<file path="src/design/gtg_pkg.sv">
`timescale 1ns / 1ps
package gtg_pkg;
   localparam int CordicStepsDefault = 16;
   localparam int AngW = 40;
   localparam logic signed [AngW-1:0] AngPi = 40'sd205887;
   localparam logic signed [AngW-1:0] AngTwoPi = 40'sd411775;
   localparam logic signed [AngW-1:0] AngHalfPi = 40'sd102944;
   localparam logic [23:0] SpeedMax = 24'hFFFFFF;
   localparam logic [23:0] SpeedCapRst = 24'd327680;
   localparam logic [23:0] ArriveRst = 24'd32768;
   localparam logic [15:0] GainRst = 16'd8192;

   typedef enum logic [1:0] {
      CMD_TICK = 2'd0,
      CMD_GOAL = 2'd1,
      CMD_START = 2'd2,
      CMD_STOP = 2'd3
   } cmd_type;

   typedef enum logic [1:0] {
      CSR_SPEED_CAP = 2'd0,
      CSR_ARRIVE = 2'd1,
      CSR_GAIN = 2'd2
   } csr_idx_type;

   typedef struct packed {
      logic drive_valid;
      logic [23:0] linear_speed;
      logic signed [15:0] angular_rate;
      logic navigating;
   } rsp_type;

   // work item from front to back
   typedef struct packed {
      logic compute;
      rsp_type imm;
      logic signed [32:0] dx;
      logic signed [32:0] dy;
      logic signed [15:0] qx;
      logic signed [15:0] qy;
      logic signed [15:0] qz;
      logic signed [15:0] qw;
   } job_type;

   function automatic logic signed [AngW-1:0] atan_entry(input logic [4:0] i);
      logic signed [AngW-1:0] r;
      case (i)
         5'd0: r = 40'sd51472;
         5'd1: r = 40'sd30386;
         5'd2: r = 40'sd16055;
         5'd3: r = 40'sd8150;
         5'd4: r = 40'sd4091;
         5'd5: r = 40'sd2047;
         5'd6: r = 40'sd1024;
         5'd7: r = 40'sd512;
         5'd8: r = 40'sd256;
         5'd9: r = 40'sd128;
         5'd10: r = 40'sd64;
         5'd11: r = 40'sd32;
         5'd12: r = 40'sd16;
         5'd13: r = 40'sd8;
         5'd14: r = 40'sd4;
         5'd15: r = 40'sd2;
         5'd16: r = 40'sd1;
         default: r = '0;
      endcase
      return r;
   endfunction
endpackage

</file>
<file path="src/design/gtg_front.sv">
`timescale 1ns / 1ps
module gtg_front (
   input logic clock,
   input logic reset,
   input logic in_valid,
   output logic in_ready,
   input logic [1:0] in_cmd,
   input logic signed [31:0] in_pose_x,
   input logic signed [31:0] in_pose_y,
   input logic signed [15:0] in_qx,
   input logic signed [15:0] in_qy,
   input logic signed [15:0] in_qz,
   input logic signed [15:0] in_qw,
   input logic signed [31:0] in_tx,
   input logic signed [31:0] in_ty,
   output logic q_valid,
   input logic q_ready,
   output gtg_pkg::job_type q_job,
   input logic arrive_clr,
   input logic tick_done
);
   import gtg_pkg::*;
   localparam int Depth = 2;
   job_type mem_ff [Depth];
   logic wp_ff, wp_in, rp_ff, rp_in;
   logic [1:0] cnt_ff, cnt_in;
   logic nav_ff, nav_in, gv_ff, gv_in;
   logic signed [31:0] gx_ff, gx_in, gy_ff, gy_in;
   logic push, pop, emit;
   job_type job;
   cmd_type cmd;
   logic busy;
   logic [1:0] pend_ff, pend_in;

   assign cmd = cmd_type'(in_cmd);
   // flags lag while a tick is in the back end; hold input until it finishes
   assign busy = pend_ff != 2'd0;
   assign in_ready = (cnt_ff != 2'(Depth)) && !busy;
   assign q_valid = cnt_ff != 2'd0;
   assign q_job = mem_ff[rp_ff];
   assign pop = q_valid && q_ready;

   always_comb begin
      nav_in = nav_ff;
      gv_in = gv_ff;
      gx_in = gx_ff;
      gy_in = gy_ff;
      emit = 1'b0;
      job = '0;
      job.dx = 33'(gx_ff) - 33'(in_pose_x);
      job.dy = 33'(gy_ff) - 33'(in_pose_y);
      job.qx = in_qx;
      job.qy = in_qy;
      job.qz = in_qz;
      job.qw = in_qw;
      if (arrive_clr) begin
         nav_in = 1'b0;
         gv_in = 1'b0;
      end
      if (in_valid && in_ready) begin
         case (cmd)
            CMD_GOAL: begin
               gx_in = in_tx;
               gy_in = in_ty;
               gv_in = 1'b1;
               nav_in = 1'b1;
               emit = 1'b1;
               job.imm.navigating = 1'b1;
            end
            CMD_START: begin
               nav_in = 1'b1;
               emit = 1'b1;
               job.imm.navigating = 1'b1;
            end
            CMD_STOP: begin
               nav_in = 1'b0;
               gv_in = 1'b0;
               emit = 1'b1;
               job.imm.drive_valid = 1'b1;
            end
            default: begin
               emit = nav_ff && gv_ff;
               job.compute = 1'b1;
            end
         endcase
      end
   end

   assign push = emit;
   assign wp_in = push ? ~wp_ff : wp_ff;
   assign rp_in = pop ? ~rp_ff : rp_ff;
   assign cnt_in = cnt_ff + 2'(push) - 2'(pop);
   assign pend_in = pend_ff + 2'(push && job.compute) - 2'(tick_done);

   always_ff @(posedge clock) begin
      if (reset) begin
         wp_ff <= 1'b0;
         rp_ff <= 1'b0;
         cnt_ff <= '0;
         pend_ff <= '0;
         nav_ff <= 1'b0;
         gv_ff <= 1'b0;
         gx_ff <= '0;
         gy_ff <= '0;
      end else begin
         wp_ff <= wp_in;
         rp_ff <= rp_in;
         cnt_ff <= cnt_in;
         pend_ff <= pend_in;
         nav_ff <= nav_in;
         gv_ff <= gv_in;
         gx_ff <= gx_in;
         gy_ff <= gy_in;
      end
   end
   always_ff @(posedge clock) begin
      if (push) mem_ff[wp_ff] <= job;
   end
endmodule

</file>
<file path="config.mk">
export PLATFORM = sky130hd
export DESIGN_NAME = gtg_front
export DESIGN_NICKNAME = d
export VERILOG_FILES = /design/src/design/gtg_pkg.sv /design/src/design/gtg_front.sv
export SDC_FILE = /design/constraint.sdc
export NUM_CORES = 1
export LEC_CHECK = 0
export ABC_CLOCK_PERIOD_IN_PS = 7200
export BUFFER_PORTS_ARGS = -buffer_cell sky130_fd_sc_hd__clkbuf_2
export CAP_MARGIN = 10
export CORE_MARGIN = 4
export CORE_UTILIZATION = 40
export CTS_CLUSTER_DIAMETER = 80
export CTS_CLUSTER_SIZE = 25
export DETAILED_ROUTE_END_ITERATION = 8
export GPL_TIMING_DRIVEN = 0
export SLEW_MARGIN = 5
export SYNTH_ARGS = -nofsm -noshare
export SYNTH_HDL_FRONTEND = slang
export SYNTH_SLANG_ARGS = --single-unit
</file>
<file path="constraint.sdc">
create_clock -name clock -period 7.2 [get_ports clock]
set_clock_uncertainty 0.15 [all_clocks]
set_input_delay 0 -clock clock [delete_from_list [all_inputs] [get_ports clock]]
set_output_delay 0 -clock clock [all_outputs]
set_load 0.01 [all_outputs]
</file>
Word level (Yosys, flattened, before mapping)
Memories as Yosys holds them, arrays and structs flattened. A register that Yosys moved wholly into a read port is not among the register bits.
Cells that the tools add are included.

operators by class
  $add $sub $neg = 6
  equality and inequality tests = 4
  muxes and demuxes = 17
  bitwise logic cells = 2
  reductions and logical operators = 11

operators with widths
  kind                  number
  $sub A32 B32 Y33      2
  $mux W1               14
  $logic_and A1 B1 Y1   5
  $add A2 B1 Y2         2
  $eq A2 B2 Y1 const B  2
  $pmux W1 S2           2
  $reduce_bool A2 Y1    2
  $sub A2 B1 Y2         2
  $reduce_or A3 Y1      1
  $eq A2 B1 Y1 const B  1
  $mux W2               1
  $ne A2 B2 Y1 const B  1
  $not A1 Y1            2
  $reduce_and A2 Y1     1
  $reduce_or A2 Y1      1
  $logic_not A1 Y1      1

storage, ports and cells
  bits in registers = 72
  RAM bits = 266
  output and inout bits = 175
  memories = 1

memory list
  name    depth  width  rd ports  clocked after memory_dff  wr ports  line             source
  mem_ff  2      133    1         1                         1         gtg_front.sv:24  job_type mem_ff [Depth];

Longest topological paths before layout
Gate-level depths: netlist of the first run.

  depth in word-level cells = 8
  gate-level depth with buffers = 12

Worst setup path before layout of the first run
Ideal clock, no wire load.

  path kind = reg-to-reg
  start = register cnt_ff[0]
  end = memory mem_ff[0][0] (netlist name), enable pin
  library setup time = 0.627 ns
  arrival time = 6.858 ns
  setup slack = -0.435 ns
  cell stages (with the launch flop) = 6
  buffers on the path = 0
  period minus slack after synthesis = 7.635 ns
  cell sequence = dfxtp_1 -> inv_1 -> a211oi_1 -> and2_1 -> nand2_1 -> nor2_1

on the way
  longest elaborated chain between the ends = 6

RTL lines
  what                           line              source
  start: declaration             gtg_front.sv:26   logic [1:0] cnt_ff, cnt_in;
  start signal: assignment       gtg_front.sv:108  cnt_ff <= cnt_in;
  $ne A2 B2 Y1                   gtg_front.sv:38   assign in_ready = (cnt_ff != 2'(Depth)) && !busy;
  $logic_and A1 B1 Y1            gtg_front.sv:38
  via in_ready                   gtg_front.sv:6    output logic in_ready,
  $logic_and A1 B1 Y1            gtg_front.sv:60   if (in_valid && in_ready) begin
  $mux W1                        gtg_front.sv:60
  $mux W1                        gtg_front.sv:117  if (push) mem_ff[wp_ff] <= job;
  $mux W1 (not written as such)  gtg_front.sv:117
  end: declaration               gtg_front.sv:24

The timed path passes the listed nets, and every way through them passes these cells.

==> results.cfg, run 1 <==
[die]
dieArea_sq_um = 44200
rows = 73
dieWidth_microns = 210
fp.dieH_microns = 210
fp.coreArea_sq_um = 40100
io_pins = 375
start_util_pct = 40.8

[global_routing]
antenna_found_initial = 3
grt_pass1_vias = 12552
grt.total_usage_pct = 19.0
grt_pass1_wl_microns = 67500
grt_start_max_net_pins = 43
gr-total-overflow = 0

[logic_synthesis]
synthArstFlopShare_pct = 0
synth_top_flop_cell = edfxtp_1
synth_seq_cells = 339
synth-edff-count = 266
synth_cell_types = 71
ys_seq_area_share_pct = 57.8
synthCells = 1373
synth_area_sq_um = 16400
ys.warnings.count = 0
syn_avg_cell_area_sq_um = 11.9

[power_and_ir_drop]
p_seq_share_pct = 45.5
p_int_mw = 3.60
p_leak_nw = 9.01
power_frac_comb_pct = 29.3
clock_power_share_pct = 25.3
ir_worst_vdd_mv = 0.169
swShare_pct = 30.4
power_density_nw_per_um2 = 239
p_sw_mw = 1.57

[worst_setup_path]
crit_slowest_cell = clkbuf_1
start_kind = register
crit_chain = clkbuf_1, clkbuf_1, clkbuf_1, mux2_2, clkbuf_2
crit_path_end_kind = output port
cp_common_cell = clkbuf_1
rrSetupSlack_ns = 3.68
crit_fanout = 10
cpPeakStageDelay_ns = 0.81
worstPathRequired_ns = 7.05
worst-path-buf-inv = 4
critPathTopFamily = buffers and inverters
criticalPathCategory = register to output port
crit_arrival_ns = 3.41

[cts]
clk-insertion-delay-late_ns = 0.54
cts_tree = yes
clk_pin_slew_ns = 0.10
clock-sinks = 339
cts_root_buf = clkbuf_16
htreeDepth = 1
post-cts-setup-buffers = 0
cts_buffers = 21
cts_buffer_depth = 3

[sta]
relSlewSlack_pct = 33.3
setup_viol = 0
rsz0062_at_grt = no
drv_slew = 0
worst_slew_pin_slew_ns = 1.00
hold_violations = 0
finalCritPeriodShare_pct = 49.5
fmax_ghz = 0.281
timing.hold.ws_ns = 0.0247
post-route-min-period_ns = 3.56

[cells_and_area]
layout_commonest_cell = clkbuf_2
final_util_pct = 54.0
multi_input_area_sq_um = 6200
area_growth_pct = 32.4
fill_cells = 3513
nNetsFinal = 2239
fin_area_sq_um = 21700
seq_area_sq_um = 9450
drive_above_1_share_pct = 29.1
final_cell_mix = clkbuf_2 (334), edfxtp_1 (266), dlygate4sd3_1 (189), nand2_1 (171), mux2_2 (133)

[status]
status = completed

[routing]
wl_per_cell_microns = 17.4
dr.pass1.iters = 5
drc_errors = 0
ant_nets = 0
vias = 12333
vias_per_cell = 4.92
drtIter0Drc = 709
wirelength_microns = 43600

[place]
io_buffers = 333
hpwl_microns = 32300
routabilityCongestion = 0.892
dpl-instance-area_sq_um = 19100

[job]
cap_violations = 0

[min_path]
min_path_type = primary input to register
-- kinds of logic after synthesis --
family                     synth area share, %
muxes                                     9.21
DFF                                       57.8
other                                   0.0229
adders and majority gates                 5.67
buffers and inverters                     5.34
xor gates and xnor gates                  3.21
and+or+nand+nor                           8.53
AOI/OAI and AO/OA                         10.3
-- timing repair --
action                                 CTS  global route
resized for setup                        0             0
endpoints found under the hold margin  288             0
hold buffers                           189             0
-- worst min-delay path, stage by stage --
cell,delay [ns]
clkbuf_2,0.09
inv_1,0.08
ha_1,0.25
xnor2_1,0.18
-- per-stage QoR --
step	total power, mW	setup TNS (ns)	std cells	setup slack [ns]
after floorplan	3.27	0	1412	1.81
after global placement	3.82	-108.50	2270	-0.757
after detailed placement	3.84	0	2279	3.90
after CTS	5.24	0	2505	3.48
after global routing	5.44	0	2506	3.41
final	5.17	0	2506	3.64
-- final timing paths --
path,startpoint,end,depth (start not counted)
max,register,q_job[72],5
min,in_pose_y[29],mem_ff[1][93],4
max reg2reg,gy_ff[0],mem_ff[0][96],12
min reg2reg,gy_ff[19],gy_ff[19],2
-- cell type report --
| cell class | instances | area share, % |
|---|---|---|
| clock inverter | 13 | 0.664 |
| sequential | 339 | 43.6 |
| tap | 525 | 3.03 |
| timing repair buffer | 531 | 17.4 |
| buffer | 99 | 2.51 |
| clock buffer | 24 | 2.58 |
| antenna | 1 | 0.0116 |
| multi-input combinational | 886 | 28.6 |
| inverter | 88 | 1.53 |
-- flip-flops by register name, summed over array words and instances (netlist names), named ones only --
register and count:
gx_ff 32, cnt_ff 2, gv_ff 1, nav_ff 1, wp_ff 1, mem_ff 266
rp_ff 1, pend_ff 2, gy_ff 32
-- metal layers --
metal / vias up / routed length (microns) / part of all wire, % / global-route usage, %
met5: - / 19 / 0.044 / 0
li1: 6027 / - / - / -
met4: 4 / 1060 / 2.4 / 4.95
met2: 387 / 21300 / 49 / 33.2
met1: 5858 / 18700 / 43 / 24.8
met3: 57 / 2550 / 5.8 / 2.81
-- power by group through the flow --
stage                     logic [mW]  clock network [mW]  registers [mW]
after CTS                       1.54                1.35            2.35
after global routing            1.65                1.42            2.37
after detailed placement        1.44                   0            2.40
after floorplan                0.868                   0            2.40
after global placement          1.40                   0            2.42
final                           1.51                1.31            2.35
-- synthesized netlist by cell type, types with 34 or more instances --
cell      number  share of area [%]
edfxtp_1     266                 49
nand2_1      171                3.9
mux2_2       133                9.2
a21oi_1      125                3.8
inv_1         88                2.0
dfxtp_1       73                8.9
ha_1          71                5.4
clkbuf_1      49                1.1
nor2_1        47                1.1
buf_4         40                1.8
o21ai_0       38                1.2
xnor2_1       38                2.0
a21o_1        34                1.6
Power figures use the tool's default switching activity.
==> run 2, diff against run 1 <==
ABC_AREA = 1   (was default)
ABC_CLOCK_PERIOD_IN_PS = 3700   (was 7200)
clock period = 3.7 ns   (was 7.2 ns; I/O delays follow)
==> results.cfg, run 2 <==
[cts]
cts_tree = yes
cts_root_buf = clkbuf_16
clk_pin_slew_ns = 0.09
clk-insertion-delay-late_ns = 0.55
cts_buffers = 21
cts_buffer_depth = 3
post-cts-setup-buffers = 0
ctsResizeCount = 0
htreeDepth = 1
cts_hold_buf = 209
clock-sinks = 339

[routing]
vias = 14286
drc_errors = 0
drtIter0Drc = 865
wl_per_cell_microns = 15.8
dr.pass1.iters = 5
top_layer_used = met5
wirelength_microns = 49300
drt-met1-wl_microns = 21600
vias_per_cell = 4.57
wl_met3_microns = 3110
met2_length_microns = 23800
ant_nets = 0

[sta]
drv_slew = 0
post-route-min-period_ns = 2.63
timing.hold.ws_ns = 0.00263
worst_slew_pin_slew_ns = 0.917
setup_viol = 0
rsz0062_at_grt = no
tns_ns = 0
finalCritPeriodShare_pct = 71.0
hold_violations = 0
relSlewSlack_pct = 38.9
fmax_ghz = 0.380

[worst_setup_path]
crit_path_end_kind = register
critPathTopFamily = simple AND/OR/NAND/NOR gates
worstPathRequired_ns = 3.80
rrSetupSlack_ns = 1.07
criticalPathCategory = register to register
crit_fanout = 25
worst-path-buf-inv = 3
crit_chain = nor2_4, nand3_4, a21oi_1, inv_1, nor2_4, buf_12, buf_12
start_kind = register
r2r-end = mem_ff[1][94]
worstReg2RegStart = pend_ff[1]
r2r_cells = 7
crit_arrival_ns = 2.72
cpPeakStageDelay_ns = 0.54
crit_slowest_cell = nor2_4

[cells_and_area]
fin_area_sq_um = 23200
final_util_pct = 53.6
nNetsFinal = 2799
reg.largest.list = mem_ff: 266 flops, gx_ff: 32 flops, gy_ff: 32 flops
layout_commonest_cell = nand2_1
final_cell_mix = nand2_1 (516), inv_1 (334), clkbuf_2 (334), edfxtp_1 (266)
largest_reg_flops = 266
fill_cells = 3933
largest_register = mem_ff
area_growth_pct = 31.5
drive_above_1_share_pct = 23.0

[place]
routabilityCongestion = 0.908
hpwl_microns = 37000
io_buffers = 334
dpl-instance-area_sq_um = 20400

[power_and_ir_drop]
ir_worst_vdd_mv = 0.320
power_density_nw_per_um2 = 445
p_leak_nw = 11.4

[die]
fp.coreArea_sq_um = 43400
io_pins = 375
dieWidth_microns = 218
dieArea_sq_um = 47600
start_util_pct = 40.7
rows = 76
fp.dieH_microns = 218

[logic_synthesis]
syn_avg_cell_area_sq_um = 9.24
synthArstFlopShare_pct = 0
synth_area_sq_um = 17700
ys_seq_area_share_pct = 53.5
synth_seq_cells = 339
yosysTopAreaCell = edfxtp_1
ys.warnings.count = 0
synth_top_flop_cell = edfxtp_1
synthCells = 1911
yosysMostFrequentCell = nand2_1
synth_area_leaders = edfxtp_1 (45%), nand2_1 (11%), mux2_2 (8.5%)
synth_cell_types = 29
synth_top_area_share_pct = 45.2
synth-edff-count = 266
synth_common_cells = nand2_1 (516), inv_1 (334), edfxtp_1 (266)

[min_path]
hp-start = in_pose_y[18]
min_path_cells = 5
min_to = mem_ff[1][82]
min_path_type = primary input to register

[global_routing]
grt_start_max_net_pins = 29
grt_pass1_wl_microns = 76300
antenna_found_initial = 2
grt_pass1_vias = 14315
grt.total_usage_pct = 20.2
gr-total-overflow = 0

[job]
cap_violations = 0

[status]
status = completed
-- run 2: cell types whose count changed in the layout (fill, tap and decap cells not counted), moves of 16 or more --
cell / previous run / this run
a21oi_1: 125 / 52
a21o_1: 34 / 2
clkbuf_1: 51 / 14
o21ai_0: 38 / 69
nor2b_1: 16 / 0
inv_1: 88 / 334
nand2_1: 171 / 516
xnor2_1: 38 / 4
nor2_1: 46 / 209
buf_2: 4 / 21
nand3_1: 15 / 46
dlygate4sd3_1: 189 / 209
-- run 2: metrics by stage --
| step | power, mW | setup slack [ns] | cells |
|---|---|---|---|
| after detailed placement | 7.67 | 0.989 | 2879 |
| final | 10.3 | 1.07 | 3125 |
| after global routing | 10.9 | 0.826 | 3124 |
| after CTS | 10.5 | 0.948 | 3123 |
| after global placement | 7.64 | -3.84 | 2869 |
| after floorplan | 6.53 | -1.24 | 1950 |
-- run 2: routing by layer --
metal | track usage [%] | up-vias
met5 | 0 | -
met4 | 4.09 | 2
met3 | 2.89 | 52
met2 | 35.5 | 425
met1 | 26.7 | 6563
li1 | - | 7244
-- run 2: report_power, final --
group / leakage, nW / switching, mW / total (mW) / internal, mW
Sequential: 3.03 / 0.0933 / 4.63 / 4.54
Clock: 0.347 / 1.39 / 2.59 / 1.20
Combinational: 8.01 / 1.77 / 3.12 / 1.35
-- run 2: how the worst max path moves through the flow --
| stage | cells after the start | start | end | slack (ns) |
|---|---|---|---|---|
| 6_report | 7 | pend_ff[1] | mem_ff[1][94] | 1.07 |
| 5_1_grt | 7 | pend_ff[1] | mem_ff[1][94] | 0.83 |
| 4_1_cts | 7 | pend_ff[1] | mem_ff[1][29] | 0.95 |
| 3_5_place_dp | 7 | pend_ff[1] | mem_ff[1][91] | 0.99 |
| 3_3_place_gp | 5 | pend_ff[1] | mem_ff[1][64] | -3.84 |
| 2_1_floorplan | 6 | cnt_ff[0] | mem_ff[1][0] | -1.24 |
-- run 2: cell families after synthesis --
group / count (synthesis) / share of synthesized area (%)
AND/OR/NAND/NOR: 794 / 17.6
buffers and inverters: 412 / 9.88
flip-flops: 339 / 53.5
multiplexers: 133 / 8.48
AO/OA/AOI/OAI: 127 / 3.69
adder cells (fa/ha/maj): 73 / 5.26
XOR/XNOR: 32 / 1.59
other: 1 / 0.0212
-- run 2: cell type report --
type	count	area (sq um)	share of cell area [%]
clock inverters	12	165	0.711
inverters	335	1260	5.41
clock buffers	23	543	2.34
multi-input cells	1199	6630	28.5
repair buffers	553	3960	17.1
plain buffers	77	488	2.10
flip-flops and latches	339	9450	40.7
diodes	2	5.00	0.0215
well taps	585	732	3.15
-- run 2: worst register-to-register path, cell delays in order (launching register included) --
cell	delay, ns
dfxtp_1	0.35
nor2_4	0.15
nand3_4	0.14
a21oi_1	0.30
inv_1	0.19
nor2_4	0.54
buf_12	0.27
buf_12	0.22
==> run 3, diff against run 2 <==
ABC_CLOCK_PERIOD_IN_PS = 2420   (was 3700)
clock period = 2.42 ns   (was 3.7 ns; I/O delays follow)
==> results.cfg, run 3 (synthesis results as in run 2) <==
[sta]
drv_slew = 0
setup_viol = 0
relSlewSlack_pct = 54.8
timing.hold.ws_ns = 0.00241
worst_slew_pin_slew_ns = 0.678
finalCritPeriodShare_pct = 94.2
fin_ws_ns = 0.141
rsz0062_at_grt = no
post-route-min-period_ns = 2.28
hold_violations = 0
fmax_ghz = 0.439

[die]
dieWidth_microns = 218
io_pins = 375
fp.coreArea_sq_um = 43400
fp.dieH_microns = 218
start_util_pct = 40.7
dieArea_sq_um = 47600
rows = 76

[global_routing]
grt_pass1_vias = 14365
grt.total_usage_pct = 20.2
gr-total-overflow = 0
antenna_found_initial = 1
grt_start_max_net_pins = 30
grt_pass1_wl_microns = 76300

[power_and_ir_drop]
power_density_nw_per_um2 = 678
ir_worst_vdd_mv = 0.531
p_int_mw = 10.8
p_leak_nw = 11.4
p_sw_mw = 4.97
power_frac_comb_pct = 30.7
p_seq_share_pct = 44.8
swShare_pct = 31.4
clock_power_share_pct = 24.4

[cells_and_area]
layout_commonest_cell = nand2_1
reg.largest.list = mem_ff: 266 flops, gx_ff: 32 flops, gy_ff: 32 flops
largest_reg_flops = 266
final_cell_mix = nand2_1 (508), clkbuf_2 (334), inv_1 (331), edfxtp_1 (266), nor2_1 (209)
nNetsFinal = 2799
fin_area_sq_um = 23300
drive_above_1_share_pct = 23.9
largest_register = mem_ff
layout.cells.non_filler = 3125
area_growth_pct = 32.0

[cts]
htreeDepth = 1
cts_root_buf = clkbuf_16
cts_buffer_depth = 3
clk-insertion-delay-late_ns = 0.55
clk_pin_slew_ns = 0.10
cts_buffers = 21
clock-sinks = 339
cts_tree = yes

[worst_setup_path]
criticalPathCategory = register to output port
critical_path_depth = 5
crit_arrival_ns = 2.13
crit_fanout = 10
cp_common_cell = buf_2
critPathTopFamily = buffers and inverters
r2r_cells = 12
start_kind = register
crit_chain = buf_2, buf_6, buf_2, mux2_2, clkbuf_2
crit_end = q_job[90]
crit_path_end_kind = output port
worstReg2RegStart = gx_ff[2]
worstPathRequired_ns = 2.27
rrSetupSlack_ns = 0.20
worst-path-buf-inv = 4
r2r-end = mem_ff[1][126]
crit_slowest_cell = mux2_2
cpPeakStageDelay_ns = 0.39

[place]
io_buffers = 334
dpl-instance-area_sq_um = 20500
dp_cells = 2880
dp_slack_ns = -0.238
hpwl_microns = 37600
routabilityCongestion = 0.941

[routing]
drtIter0Drc = 795
vias = 14270
vias_per_cell = 4.57
wirelength_microns = 49500
wl_per_cell_microns = 15.9
dr.pass1.iters = 5
drc_errors = 0
ant_nets = 0

[job]
cap_violations = 0

[status]
status = completed

[min_path]
min_path_type = primary input to register
==> run 3: metrics by stage <==
| step | power, mW | setup TNS (ns) | util, % |
|---|---|---|---|
| floorplan | 9.98 | -242.21 | - |
| global placement | 11.7 | -635.62 | 46.7 |
| detailed placement | 11.8 | -15.00 | 47.3 |
| CTS | 16.0 | 0 | 53.7 |
| global route | 16.7 | 0 | 53.8 |
| finish | 15.8 | 0 | 53.8 |
==> run 3: power by group through the flow <==
stage / registers [mW] / clock network, mW / logic, mW
after global placement: 7.25 / 0 / 4.41
after CTS: 7.08 / 4.02 / 4.91
after global routing: 7.13 / 4.24 / 5.33
after floorplan: 7.20 / 0 / 2.78
after detailed placement: 7.22 / 0 / 4.58
final: 7.08 / 3.86 / 4.86
==> run 3: how the worst min path moves through the flow <==
stage                              from             to  slack [ns]  cells past startpoint
after floorplan                   reset      cnt_ff[0]       -0.09                      1
after detailed placement      in_qy[13]  mem_ff[1][45]        0.04                      1
final                     in_pose_y[18]  mem_ff[0][82]       0.002                      5
after global placement         in_qy[4]  mem_ff[0][36]        0.04                      1
after CTS                     in_qx[11]  mem_ff[0][59]       0.001                      2
after global routing           in_qw[9]   mem_ff[0][9]        0.01                      2
==> run 3: what timing repair did <==
item	CTS	global route
resized for setup	3	13
hold buffers	201	1
buffers inserted	5	1
endpoints found under the hold margin	325	2
setup endpoints to repair	177	43
pin swaps	2	1
==> run 3: per-layer routing <==
layer	track usage [%]	wire [microns]	vias to the layer above
li1	-	-	7247
met1	26.5	21800	6561
met2	35.4	23900	413
met3	3.25	2890	49
met4	4.63	962	0
met5	0	0	-
==> run 3: layout make-up <==
| class | count | area (sq um) |
|---|---|---|
| inverters | 335 | 1260 |
| fillers | 4011 | 20000 |
| repair buffers | 553 | 4020 |
| well taps | 585 | 732 |
| multi-input cells | 1199 | 6670 |
| plain buffers | 77 | 502 |
| flip-flops and latches | 339 | 9450 |
| clock inverters | 12 | 138 |
| diodes | 1 | 2.50 |
| clock buffers | 24 | 557 |
==> run 3: worst register-to-register path, cell delays in order, from the launching register on <==
cell and delay, ns:
dfxtp_1 0.40, ha_1 0.25, buf_2 0.16, a21oi_1 0.13, nand2_1 0.12, nand2_1 0.09
nand2_1 0.10, nand2_1 0.09, nand2_1 0.14, nand2_1 0.12, nand2_1 0.06, nand2_1 0.05
nand2_1 0.10
